==> src/bec_pkg.sv <==
`timescale 1ns / 1ps
// Package for the backslash escape codec: payload structs, character codes,
// register indexes and the escape / unescape mapping functions. No dependencies.
package bec_pkg;

    // Character codes
    localparam logic [7:0] CH_BSLASH = 8'h5C;
    localparam logic [7:0] CH_LTR_N  = 8'h6E;
    localparam logic [7:0] CH_LTR_C  = 8'h63;
    localparam logic [7:0] CH_LTR_Z  = 8'h7A;
    localparam logic [7:0] CH_LTR_Y  = 8'h79;
    localparam logic [7:0] CH_NL     = 8'h0A;
    localparam logic [7:0] CH_COMMA  = 8'h2C;
    localparam logic [7:0] CH_BAR    = 8'h7C;
    localparam logic [7:0] CH_NUL    = 8'h00;

    // Configuration register indexes
    localparam int unsigned CFG_IDX_W     = 1;
    localparam logic [CFG_IDX_W-1:0] REG_DIRECTION = 1'd0;
    localparam logic [CFG_IDX_W-1:0] REG_OUT_LIMIT = 1'd1;
    localparam int unsigned CFG_DATA_W    = 16;

    localparam logic DIR_ESCAPE   = 1'b0;
    localparam logic DIR_UNESCAPE = 1'b1;

    localparam logic [15:0] OUT_LIMIT_RESET = 16'hFFFF;

    // Depth of the command queue between front and back; a power of two.
    localparam int unsigned QDEPTH = 4;
    localparam int unsigned QPTR_W = $clog2(QDEPTH);
    localparam int unsigned QCNT_W = $clog2(QDEPTH + 1);

    typedef struct packed {
        logic [7:0] data_byte;
        logic       is_last;
    } t_in;

    typedef struct packed {
        logic [7:0] out_byte;
        logic       byte_valid;
        logic       end_of_string;
        logic       truncated;
    } t_out;

    // One classified item: up to two characters, then optionally an end result.
    typedef struct packed {
        logic [1:0] nbytes;
        logic [7:0] b0;
        logic [7:0] b1;
        logic       eos;
        logic       trunc;
    } t_cmd;

    // Escape letter for a special byte, zero when the byte is not special.
    function automatic logic [7:0] esc_code(input logic [7:0] b);
        logic [7:0] r;
        unique case (b)
            CH_NL:     r = CH_LTR_N;
            CH_COMMA:  r = CH_LTR_C;
            CH_BAR:    r = CH_LTR_Z;
            CH_BSLASH: r = CH_LTR_Y;
            default:   r = CH_NUL;
        endcase
        return r;
    endfunction

    // Original byte for an escape letter; other letters pass through.
    function automatic logic [7:0] unesc_code(input logic [7:0] b);
        logic [7:0] r;
        unique case (b)
            CH_LTR_N: r = CH_NL;
            CH_LTR_C: r = CH_COMMA;
            CH_LTR_Z: r = CH_BAR;
            CH_LTR_Y: r = CH_BSLASH;
            default:  r = b;
        endcase
        return r;
    endfunction

endpackage

==> src/backslash_escape_codec.sv <==
`timescale 1ns / 1ps
// Backslash escape codec, top level. Joins the front, the command queue and
// the back part. Uses bec_pkg, bec_front, bec_queue and bec_back.
//
// Input bytes are offered on i_data with push and taken when full is low.
// Results leave as a queue: while empty is low, o_result holds the oldest
// result, and pop takes it. The configuration port (i_cfg_we, i_cfg_idx,
// i_cfg_data) writes direction (index 0) or out_limit (index 1);
// write it only while no string is in flight.
// A byte is classified in the cycle it is accepted and queued; its first
// result then passes the command queue, the back part's command register
// and the output register before it appears on o_result. The back part
// delivers one result per cycle while the output register is free: two for
// a byte that becomes an escape pair, one for a plain byte or an end result.
// If the receiver stops popping, the output register, the back part and the
// four-entry command queue fill up, and full then rises; no result is lost.
// Synchronous reset restores direction to escape, out_limit to 65535 and
// clears all string state and queued results.
module backslash_escape_codec import bec_pkg::*; (
    input  logic                  i_clk,
    input  logic                  i_rst_n,
    input  logic                  i_cfg_we,
    input  logic [CFG_IDX_W-1:0]  i_cfg_idx,
    input  logic [CFG_DATA_W-1:0] i_cfg_data,
    input  logic                  push,
    output logic                  full,
    input  t_in                   i_data,
    output logic                  empty,
    input  logic                  pop,
    output t_out                  o_result
);

    logic q_push;
    logic q_pop;
    logic q_full;
    logic q_empty;
    t_cmd front_cmd;
    t_cmd head_cmd;

    bec_front u_front (
        .i_clk      (i_clk),
        .i_rst_n    (i_rst_n),
        .i_cfg_we   (i_cfg_we),
        .i_cfg_idx  (i_cfg_idx),
        .i_cfg_data (i_cfg_data),
        .i_push     (push),
        .i_data     (i_data),
        .i_q_full   (q_full),
        .o_q_push   (q_push),
        .o_cmd      (front_cmd)
    );

    bec_queue u_queue (
        .i_clk   (i_clk),
        .i_rst_n (i_rst_n),
        .i_push  (q_push),
        .i_cmd   (front_cmd),
        .i_pop   (q_pop),
        .o_cmd   (head_cmd),
        .o_full  (q_full),
        .o_empty (q_empty)
    );

    bec_back u_back (
        .i_clk     (i_clk),
        .i_rst_n   (i_rst_n),
        .i_cmd     (head_cmd),
        .i_q_empty (q_empty),
        .o_q_pop   (q_pop),
        .i_pop     (pop),
        .o_empty   (empty),
        .o_result  (o_result)
    );

    assign full = q_full;

endmodule

==> src/bec_front.sv <==
`timescale 1ns / 1ps
// Front part of the escape codec: holds the configuration and per-string state,
// accepts input bytes and turns each into a command for the queue. Uses bec_pkg.
module bec_front import bec_pkg::*; (
    input  logic                  i_clk,
    input  logic                  i_rst_n,
    input  logic                  i_cfg_we,
    input  logic [CFG_IDX_W-1:0]  i_cfg_idx,
    input  logic [CFG_DATA_W-1:0] i_cfg_data,
    input  logic                  i_push,
    input  t_in                   i_data,
    input  logic                  i_q_full,
    output logic                  o_q_push,
    output t_cmd                  o_cmd
);

    logic        r_direction;
    logic [15:0] r_out_limit;
    logic [15:0] r_written;
    logic        r_stopped;
    logic        r_pending;

    logic [15:0] n_written;
    logic        n_stopped;
    logic        n_pending;
    logic        accept;
    logic [7:0]  code;
    logic [16:0] cnt_p1;
    logic [16:0] cnt_p2;
    logic [16:0] lim_ext;
    t_cmd        cmd;

    assign accept  = i_push && !i_q_full;
    assign code    = esc_code(i_data.data_byte);
    assign cnt_p1  = {1'b0, r_written} + 17'd1;
    assign cnt_p2  = {1'b0, r_written} + 17'd2;
    assign lim_ext = {1'b0, r_out_limit};

    always_comb begin
        n_written = r_written;
        n_stopped = r_stopped;
        n_pending = r_pending;
        cmd.nbytes = 2'd0;
        cmd.b0     = i_data.data_byte;
        cmd.b1     = code;
        cmd.eos    = i_data.is_last;
        cmd.trunc  = 1'b0;

        if (r_direction == DIR_ESCAPE) begin
            if (!r_stopped) begin
                if (cnt_p1 >= lim_ext) begin
                    n_stopped = 1'b1;
                end else if (code != CH_NUL) begin
                    if (cnt_p2 < lim_ext) begin
                        cmd.nbytes = 2'd2;
                        cmd.b0     = CH_BSLASH;
                        n_written  = cnt_p2[15:0];
                    end else begin
                        n_stopped = 1'b1;
                    end
                end else begin
                    cmd.nbytes = 2'd1;
                    n_written  = cnt_p1[15:0];
                end
            end
        end else begin
            if (r_pending) begin
                n_pending  = 1'b0;
                cmd.nbytes = 2'd1;
                cmd.b0     = unesc_code(i_data.data_byte);
            end else if (i_data.data_byte == CH_BSLASH) begin
                n_pending = 1'b1;
            end else begin
                cmd.nbytes = 2'd1;
            end
        end

        // The end result reports truncation as it stands after this byte.
        if (i_data.is_last) begin
            cmd.trunc = n_stopped;
            n_written = 16'd0;
            n_stopped = 1'b0;
            n_pending = 1'b0;
        end
    end

    // Items that produce no result at all are not queued.
    assign o_q_push = accept && ((cmd.nbytes != 2'd0) || cmd.eos);
    assign o_cmd    = cmd;

    always_ff @(posedge i_clk) begin
        if (!i_rst_n) begin
            r_direction <= DIR_ESCAPE;
            r_out_limit <= OUT_LIMIT_RESET;
            r_written   <= 16'd0;
            r_stopped   <= 1'b0;
            r_pending   <= 1'b0;
        end else begin
            if (i_cfg_we) begin
                unique case (i_cfg_idx)
                    REG_DIRECTION: r_direction <= i_cfg_data[0];
                    REG_OUT_LIMIT: r_out_limit <= i_cfg_data[15:0];
                    default:       r_direction <= r_direction;
                endcase
            end
            if (accept) begin
                r_written <= n_written;
                r_stopped <= n_stopped;
                r_pending <= n_pending;
            end
        end
    end

endmodule

==> src/bec_queue.sv <==
`timescale 1ns / 1ps
// Short command queue between the front and back parts of the escape codec.
// Uses bec_pkg for the command type and depth.
module bec_queue import bec_pkg::*; (
    input  logic i_clk,
    input  logic i_rst_n,
    input  logic i_push,
    input  t_cmd i_cmd,
    input  logic i_pop,
    output t_cmd o_cmd,
    output logic o_full,
    output logic o_empty
);

    t_cmd              r_mem [QDEPTH];
    logic [QPTR_W-1:0] r_wr_ptr;
    logic [QPTR_W-1:0] r_rd_ptr;
    logic [QCNT_W-1:0] r_count;
    logic              wr;
    logic              rd;

    assign o_full  = (r_count == QCNT_W'(QDEPTH));
    assign o_empty = (r_count == '0);
    assign wr      = i_push && !o_full;
    assign rd      = i_pop && !o_empty;
    assign o_cmd   = r_mem[r_rd_ptr];

    always_ff @(posedge i_clk) begin
        if (wr) begin
            r_mem[r_wr_ptr] <= i_cmd;
        end
    end

    always_ff @(posedge i_clk) begin
        if (!i_rst_n) begin
            r_wr_ptr <= '0;
            r_rd_ptr <= '0;
            r_count  <= '0;
        end else begin
            if (wr) begin
                r_wr_ptr <= r_wr_ptr + QPTR_W'(1);
            end
            if (rd) begin
                r_rd_ptr <= r_rd_ptr + QPTR_W'(1);
            end
            if (wr && !rd) begin
                r_count <= r_count + QCNT_W'(1);
            end else if (rd && !wr) begin
                r_count <= r_count - QCNT_W'(1);
            end
        end
    end

endmodule

==> src/bec_back.sv <==
`timescale 1ns / 1ps
// Back part of the escape codec: expands queued commands into single results
// and holds them in the output register. Uses bec_pkg.
module bec_back import bec_pkg::*; (
    input  logic i_clk,
    input  logic i_rst_n,
    input  t_cmd i_cmd,
    input  logic i_q_empty,
    output logic o_q_pop,
    input  logic i_pop,
    output logic o_empty,
    output t_out o_result
);

    t_cmd       r_cmd;
    logic       r_cmd_valid;
    logic [1:0] r_step;
    t_out       r_out;
    logic       r_out_valid;

    logic       out_free;
    logic       take;
    logic       last_res;
    logic       cmd_load;
    logic [1:0] total;
    t_out       cur;

    assign total    = r_cmd.nbytes + {1'b0, r_cmd.eos};
    assign last_res = (r_step == total - 2'd1);
    assign out_free = !r_out_valid || i_pop;
    assign take     = r_cmd_valid && out_free;
    assign cmd_load = !i_q_empty && (!r_cmd_valid || (take && last_res));
    assign o_q_pop  = cmd_load;

    always_comb begin
        if (r_step < r_cmd.nbytes) begin
            cur.out_byte      = (r_step == 2'd0) ? r_cmd.b0 : r_cmd.b1;
            cur.byte_valid    = 1'b1;
            cur.end_of_string = 1'b0;
            cur.truncated     = 1'b0;
        end else begin
            cur.out_byte      = CH_NUL;
            cur.byte_valid    = 1'b0;
            cur.end_of_string = 1'b1;
            cur.truncated     = r_cmd.trunc;
        end
    end

    always_ff @(posedge i_clk) begin
        if (take) begin
            r_out <= cur;
        end
        if (cmd_load) begin
            r_cmd <= i_cmd;
        end
    end

    always_ff @(posedge i_clk) begin
        if (!i_rst_n) begin
            r_cmd_valid <= 1'b0;
            r_step      <= 2'd0;
            r_out_valid <= 1'b0;
        end else begin
            if (take) begin
                r_out_valid <= 1'b1;
            end else if (i_pop) begin
                r_out_valid <= 1'b0;
            end

            if (cmd_load) begin
                r_cmd_valid <= 1'b1;
                r_step      <= 2'd0;
            end else if (take && last_res) begin
                r_cmd_valid <= 1'b0;
                r_step      <= 2'd0;
            end else if (take) begin
                r_step <= r_step + 2'd1;
            end
        end
    end

    assign o_empty  = !r_out_valid;
    assign o_result = r_out;

endmodule

==> config.mk <==
export PLATFORM = sky130hd
export DESIGN_NAME = backslash_escape_codec
export DESIGN_NICKNAME = d
export VERILOG_FILES = /design/src/bec_pkg.sv /design/src/backslash_escape_codec.sv /design/src/bec_front.sv /design/src/bec_queue.sv /design/src/bec_back.sv
export SDC_FILE = /design/constraint.sdc
export NUM_CORES = 1
export LEC_CHECK = 0
export BUFFER_PORTS_ARGS = -buffer_cell sky130_fd_sc_hd__buf_4
export CAP_MARGIN = 40
export CELL_PAD_IN_SITES_DETAIL_PLACEMENT = 1
export CELL_PAD_IN_SITES_GLOBAL_PLACEMENT = 1
export CORE_AREA = 4 4 144 146
export DETAILED_ROUTE_END_ITERATION = 6
export DIE_AREA = 0 0 148 150
export HOLD_SLACK_MARGIN = 0.06
export MAX_ROUTING_LAYER = met4
export PLACE_DENSITY_LB_ADDON = 0.1
export SYNTH_ARGS = -nofsm -noshare
export SYNTH_HDL_FRONTEND = slang
export SYNTH_HIERARCHICAL = 1
export SYNTH_SLANG_ARGS = --single-unit
==> constraint.sdc <==
create_clock -name i_clk -period 9.3 [get_ports i_clk]
set_input_delay 0.93 -clock i_clk [delete_from_list [all_inputs] [get_ports i_clk]]
set_output_delay 0.93 -clock i_clk [all_outputs]
set_load 0.02 [all_outputs]
Yosys cells after proc, flatten, opt, wreduce, memory -nomap -nowiden
Memory sizes are Yosys's and may differ from the RTL's. A register that Yosys moved wholly into a read port is not among the register bits. Index checks and enable logic that the tools add are counted.

Bits in registers: 65. RAM bits: 76. Bits of input ports: 31. Output and inout bits: 13. Word-level logic and storage cells: 114. Memories kept: 1.

$add $sub $neg: 9. $lt $le $gt $ge: 3. Eq/ne operators: 14. Muxes and demuxes: 38. Bitwise operators: 2. Reductions and logical operators: 31.

Memories: u_queue.r_mem (words 4, width 19, read ports 1, clocked after Yosys merged registers in 1, write ports 1, RTL line bec_queue.sv:15) `t_cmd r_mem [QDEPTH];`.

Operators by type and width (count): two-way mux 16 bit (6); equality test 8 x 7 -> 1 bit (second input constant) (6); two-way mux 10 bit (4); one-hot mux 8 bit (4 select lines) (1); one-hot mux 7 bit (4 select lines) (1); two-way mux 8 bit (3); two-way mux 1 bit (18); adder 16 x 1 -> 17 bit (second input constant) (1); adder 16 x 2 -> 17 bit (second input constant) (1); greater-or-equal comparator 17 x 16 -> 1 bit (1); less-than comparator 17 x 16 -> 1 bit (1); nonzero test 2 bit (5); logical AND 1 bit (9); two-way mux 3 bit (3); equality test 8 x 4 -> 1 bit (second input constant) (1); equality test 8 x 6 -> 1 bit (second input constant) (1); nonzero test 8 bit (1); adder 2 x 1 -> 2 bit (second input constant) (3); logical NOT 1 bit (6); inequality test 2 bit (second input constant) (3); AND reduction 2 bit (3); AND reduction 5 bit (1); two-way mux 2 bit (2); adder 3 x 1 -> 3 bit (second input constant) (1); 12 further kinds (15).

Logic depth before layout (Yosys ltp)
Word-level depth: 15. Mapped depth: 24. Gate-level depth less buffers: 21.

Cells and area by module
The synthesis kept the hierarchy.

Modules (own cells, without submodules): bec_queue (times used 1, cells each 152, area each 3365.7 µm², sequential area each 2582.5 µm²); bec_front (times used 1, cells each 422, area each 3289.4 µm², sequential area each 700.7 µm²); bec_back (times used 1, cells each 86, area each 1363.8 µm², sequential area each 1011.0 µm²).

Worst setup path before layout
No wires, ideal clock.

Kind: register to register. Start point: register u_front.r_written[2]. End point: register u_queue.r_count[2]. Setup time: 0.070 ns. Arrival: 4.997 ns. Required time: 9.230 ns. Setup slack: 4.233 ns. Stages on the path, launching flop included: 25. Path buffers: 3. Period minus slack after synthesis: 5.067 ns. Cells stage by stage: dfxtp_1 > ha_1 > nand3_1 > nor4_1 > and3_1 > nor2b_1 > xor2_1 > ha_1 > and3_1 > or4b_1 > a21oi_1 > a211o_2 > and2_1 > clkbuf_1 > buf_2 > o31a_1 > nor2_1 > nor2b_1 > buf_6 > ha_1 > inv_1 > fa_1 > xor2_1 > or3_1 > a21boi_1.

Longest elaborated chain between the ends: 14. Elaborated cells between the ends (all ways): 18.

Ends and longest elaborated chain: start: declaration (RTL line bec_front.sv:19) `logic [15:0] r_written;`; start signal: assignment (RTL line bec_front.sv:107) `r_written <= n_written;`; adder 16 x 2 -> 17 bit (RTL line bec_front.sv:36) `assign cnt_p2 = {1'b0, r_written} + 17'd2;`; less-than comparator 17 x 16 -> 1 bit (RTL line bec_front.sv:54) `if (cnt_p2 < lim_ext) begin`; two-way mux 10 bit (RTL line bec_front.sv:54); two-way mux 2 bit (RTL line bec_front.sv:53) `end else if (code != CH_NUL) begin`; two-way mux 10 bit * (RTL line bec_front.sv:51) `if (cnt_p1 >= lim_ext) begin`; two-way mux 10 bit * (RTL line bec_front.sv:50) `if (!r_stopped) begin`; two-way mux 10 bit * (RTL line bec_front.sv:49) `if (r_direction == DIR_ESCAPE) begin`; nonzero test 2 bit * (RTL line bec_front.sv:88) `assign o_q_push = accept && ((cmd.nbytes != 2'd0) || cmd.eos);`; logical OR 1 bit * (RTL line bec_front.sv:88); logical AND 1 bit * (RTL line bec_front.sv:88); named net q_push (RTL line backslash_escape_codec.sv:33) `logic q_push;`; logical AND 1 bit * (RTL line bec_queue.sv:24) `assign wr = i_push && !o_full;`; named net u_queue.wr (RTL line bec_queue.sv:19) `logic wr;`; logical NOT 1 bit (RTL line bec_queue.sv:48) `end else if (rd && !wr) begin`; logical AND 1 bit (RTL line bec_queue.sv:48); nonzero test 2 bit (no source line); end signal: assignment (RTL line bec_queue.sv:47) `r_count <= r_count + QCNT_W'(1);`; end signal: assignment (RTL line bec_queue.sv:49) `r_count <= r_count - QCNT_W'(1);`; end: declaration (RTL line bec_queue.sv:18) `logic [QCNT_W-1:0] r_count;`.

The timed path passes the listed nets; every way through them passes the cells marked *. A chain may end at the register's enable or synchronous reset.

Worst setup path after layout
Start point: register u_front.r_written[1]. End point: register u_queue.r_count[2].

Longest elaborated chain between the ends: 14. Elaborated cells between the ends (all ways): 18.

Ends and longest elaborated chain (RTL line): adder 16 x 2 -> 17 bit (bec_front.sv:36); less-than comparator 17 x 16 -> 1 bit (bec_front.sv:54); two-way mux 10 bit (bec_front.sv:54); two-way mux 2 bit (bec_front.sv:53); two-way mux 10 bit * (bec_front.sv:51); two-way mux 10 bit * (bec_front.sv:50); two-way mux 10 bit * (bec_front.sv:49); nonzero test 2 bit * (bec_front.sv:88); logical OR 1 bit * (bec_front.sv:88); logical AND 1 bit * (bec_front.sv:88); named net q_push (backslash_escape_codec.sv:33); logical AND 1 bit * (bec_queue.sv:24); logical NOT 1 bit (bec_queue.sv:48); logical AND 1 bit (bec_queue.sv:48); nonzero test 2 bit (no source line).

Marked as above.

==> impl_metrics.yaml <==
setup_path:
  required_ps: 9650
  critPathMaxFanout: 15
  path_class: "register to register"
  reg2reg_setup_slack_ps: 3330
  end_kind: "register"
  r2r_cells: 21
  cp-start-kind: "register"
  worstPathArrival_ps: 6320
routing:
  drt-total-wl_mm: 19.0
  vias_per_cell: 5.41
  antenna_left: 0
  first_iter_violations: 276
  dr.pass1.iters: 6
  avgRoutedWirePerCell_um: 19.5
  vias: 5251
  drc: 0
final_layout:
  final_nets: 767
  syn2layout_area_growth_pct: 16.1
  antennaDiodeCount: 0
  drive_gt1_share_pct: 18.6
floorplanning:
  rows: 51
  die_area_um2: 22200
  ios: 44
  initial_core_util_pct: 41.3
  fp.coreArea_um2: 19400
  die_x_um: 148
  die_y_um: 150
synth:
  yosys-top-cells-area: "edfxtp_1, dfxtp_1, ha_1"
  synth_area_um2: 8020
  syn_area_per_cell_um2: 12.1
  synth_edf_count: 111
  async_reset_ff_share_pct: 0
  yosys_register_bits: 159
  seq_area_frac_synth_pct: 53.5
  synth_area_leader_cell: "edfxtp_1"
  ys_warn_count: 6
  synth_common_cells: "edfxtp_1, nand2_1, dfxtp_1"
  syn_inst: 660
  syn_nets: 734
  ys_types: 76
  synth_ff_type: "edfxtp_1"
  netlist.area_leader.share_pct: 41.6
  synth.most_common_cell: "edfxtp_1"
sta:
  rsz0062_at_grt: "no"
  timing.final.max_slew_violations: 0
  whs_ps: 519
  maxSlewHeadroom_pct: 49.5
  setup_slack_ps: 3330
  hold_viol_final: 0
  fin_crit_ps: 5970
  setup_tns_ps: 0
  finClkSkew_ps: 10.2
  finalCritPeriodShare_pct: 64.2
  setup_viol: 0
  fmax_mhz: 168
  worst_pin_slew_ps: 751
grt:
  antenna_found_initial: 0
  gr-total-overflow: 0
  grt_usage_pct: 18.6
  grt_max_degree: 62
  first_global_vias: 5546
  grt_first_pass_wirelength_mm: 30.9
cts:
  cts_setup_buffers: 0
  cts_hold_repair.buffers: 0
  path_clk_slew_ps: 70
  cts_made_buffers: 17
  cts_tree: "done"
  max-clock-path-buffers: 2
  clk_latency_ps: 430
  root_buffer: "clkbuf_16"
  postCtsResizedCells: 0
  clock_sinks: 159
  ctsHtreeMaxLevel: 4
placement:
  dp_slack_ps: 3330
  dp_hpwl_mm: 13.7
  io_buffer_count: 43
  place.gp.congestion: 0.823
power_and_ir_drop:
  leakagePower_nw: 3.69
  powerDensity_nw_per_um2: 245
  ir_worst_vdd_mv: 0.145
worst_hold_path:
  min_path_cells: 2
  hp-class: "register to register"
flow_run:
  cap_viol_max_count: 0
status:
  outcome: "completed"
## cell type report
cell class                 instances  area, um2
sequential                       159       4290
multi-input combinational        426       3410
clock buffer                      17        425
clock inverter                    14        199
fill                            2056      10100
tap                              265        332
timing repair buffer              54        526
inverter                          35        131
## worst paths after layout
path,startpoint,to
max,u_front/r_written[1],u_queue/r_count[2]
min,u_queue/r_wr_ptr[1],u_queue/r_wr_ptr[1]
min reg2reg,u_queue/r_wr_ptr[1],u_queue/r_wr_ptr[1]
max reg2reg,u_front/r_written[1],u_queue/r_count[2]
## worst max-delay path, stage by stage (launching register included)
cell      delay (ps)
dfxtp_1          440
ha_1             310
nand3_1          200
nor4_1           720
and3_1           320
nor2b_1          170
xor2_1           160
ha_1             260
and3_1           210
or4b_1           170
a21oi_1           40
a211o_2          390
and2_1           350
o31a_1           310
nor2_1            80
nor2b_1          440
ha_1             270
inv_1             60
fa_1             370
xor2_1           160
or3_1            300
a21boi_1         160
## cell families after synthesis
family / synth area share [%]
buffers and inverters: 4.04
DFF: 53.5
AOI/OAI and AO/OA: 10.7
adders and majority gates: 6.80
xor gates and xnor gates: 4.03
other: 0.0468
and+or+nand+nor: 13.4
muxes: 7.50
## power by group
| group | total [mW] | internal [mW] | switching [mW] | leakage [nW] |
|---|---|---|---|---|
| combinational | 0.551 | 0.243 | 0.309 | 1.92 |
| clock | 0.739 | 0.433 | 0.306 | 0.300 |
| sequential | 0.992 | 0.933 | 0.0589 | 1.47 |
## placed cells by master (no fill, tap or decap), drive strengths merged, types with 10 or more instances in the layout
cell    count
o211ai     32
clkbuf     17
nor2       39
inv        43
mux4       20
ha         42
nand4      10
dfxtp      48
a21oi      16
nand2      53
and2       15
edfxtp    111
o21ai      19
xor2       15
mux2i      14
nor2b      14
xnor2      19
buf        54
## through the flow
stage / std cells / utilization (%) / power, mW / area, um2
finish: 970 / 48.0 / 2.28 / 9310
detailed placement: 939 / 44.8 / 1.57 / 8690
floorplan: 660 / - / 1.37 / 8020
global route: 970 / 48.0 / 2.41 / 9310
CTS: 970 / 48.0 / 2.32 / 9310
global placement: 932 / 43.9 / 1.52 / 8520
## registers in the layout, indices dropped and copies added, names as in the netlist, named ones only
name	cells
u_back/o_result	11
u_back/r_cmd	20
u_back/r_cmd_valid	1
u_back/r_out_valid	1
u_back/r_step	2
u_front/r_direction	1
u_front/r_out_limit	16
u_front/r_pending	1
u_front/r_stopped	1
u_front/r_written	16
u_queue/r_count	3
u_queue/r_mem	80
u_queue/r_rd_ptr	2
u_queue/r_wr_ptr	2
## per-layer routing
metal	routed length (um)	GRT usage [%]	vias to the layer above
met4	182	4.90	0
met2	9170	29.6	72
li1	-	-	2500
met1	8890	24.6	2666
met5	0	-	-
met3	713	3.69	13
Note: power is estimated with default switching activity, not from simulation.
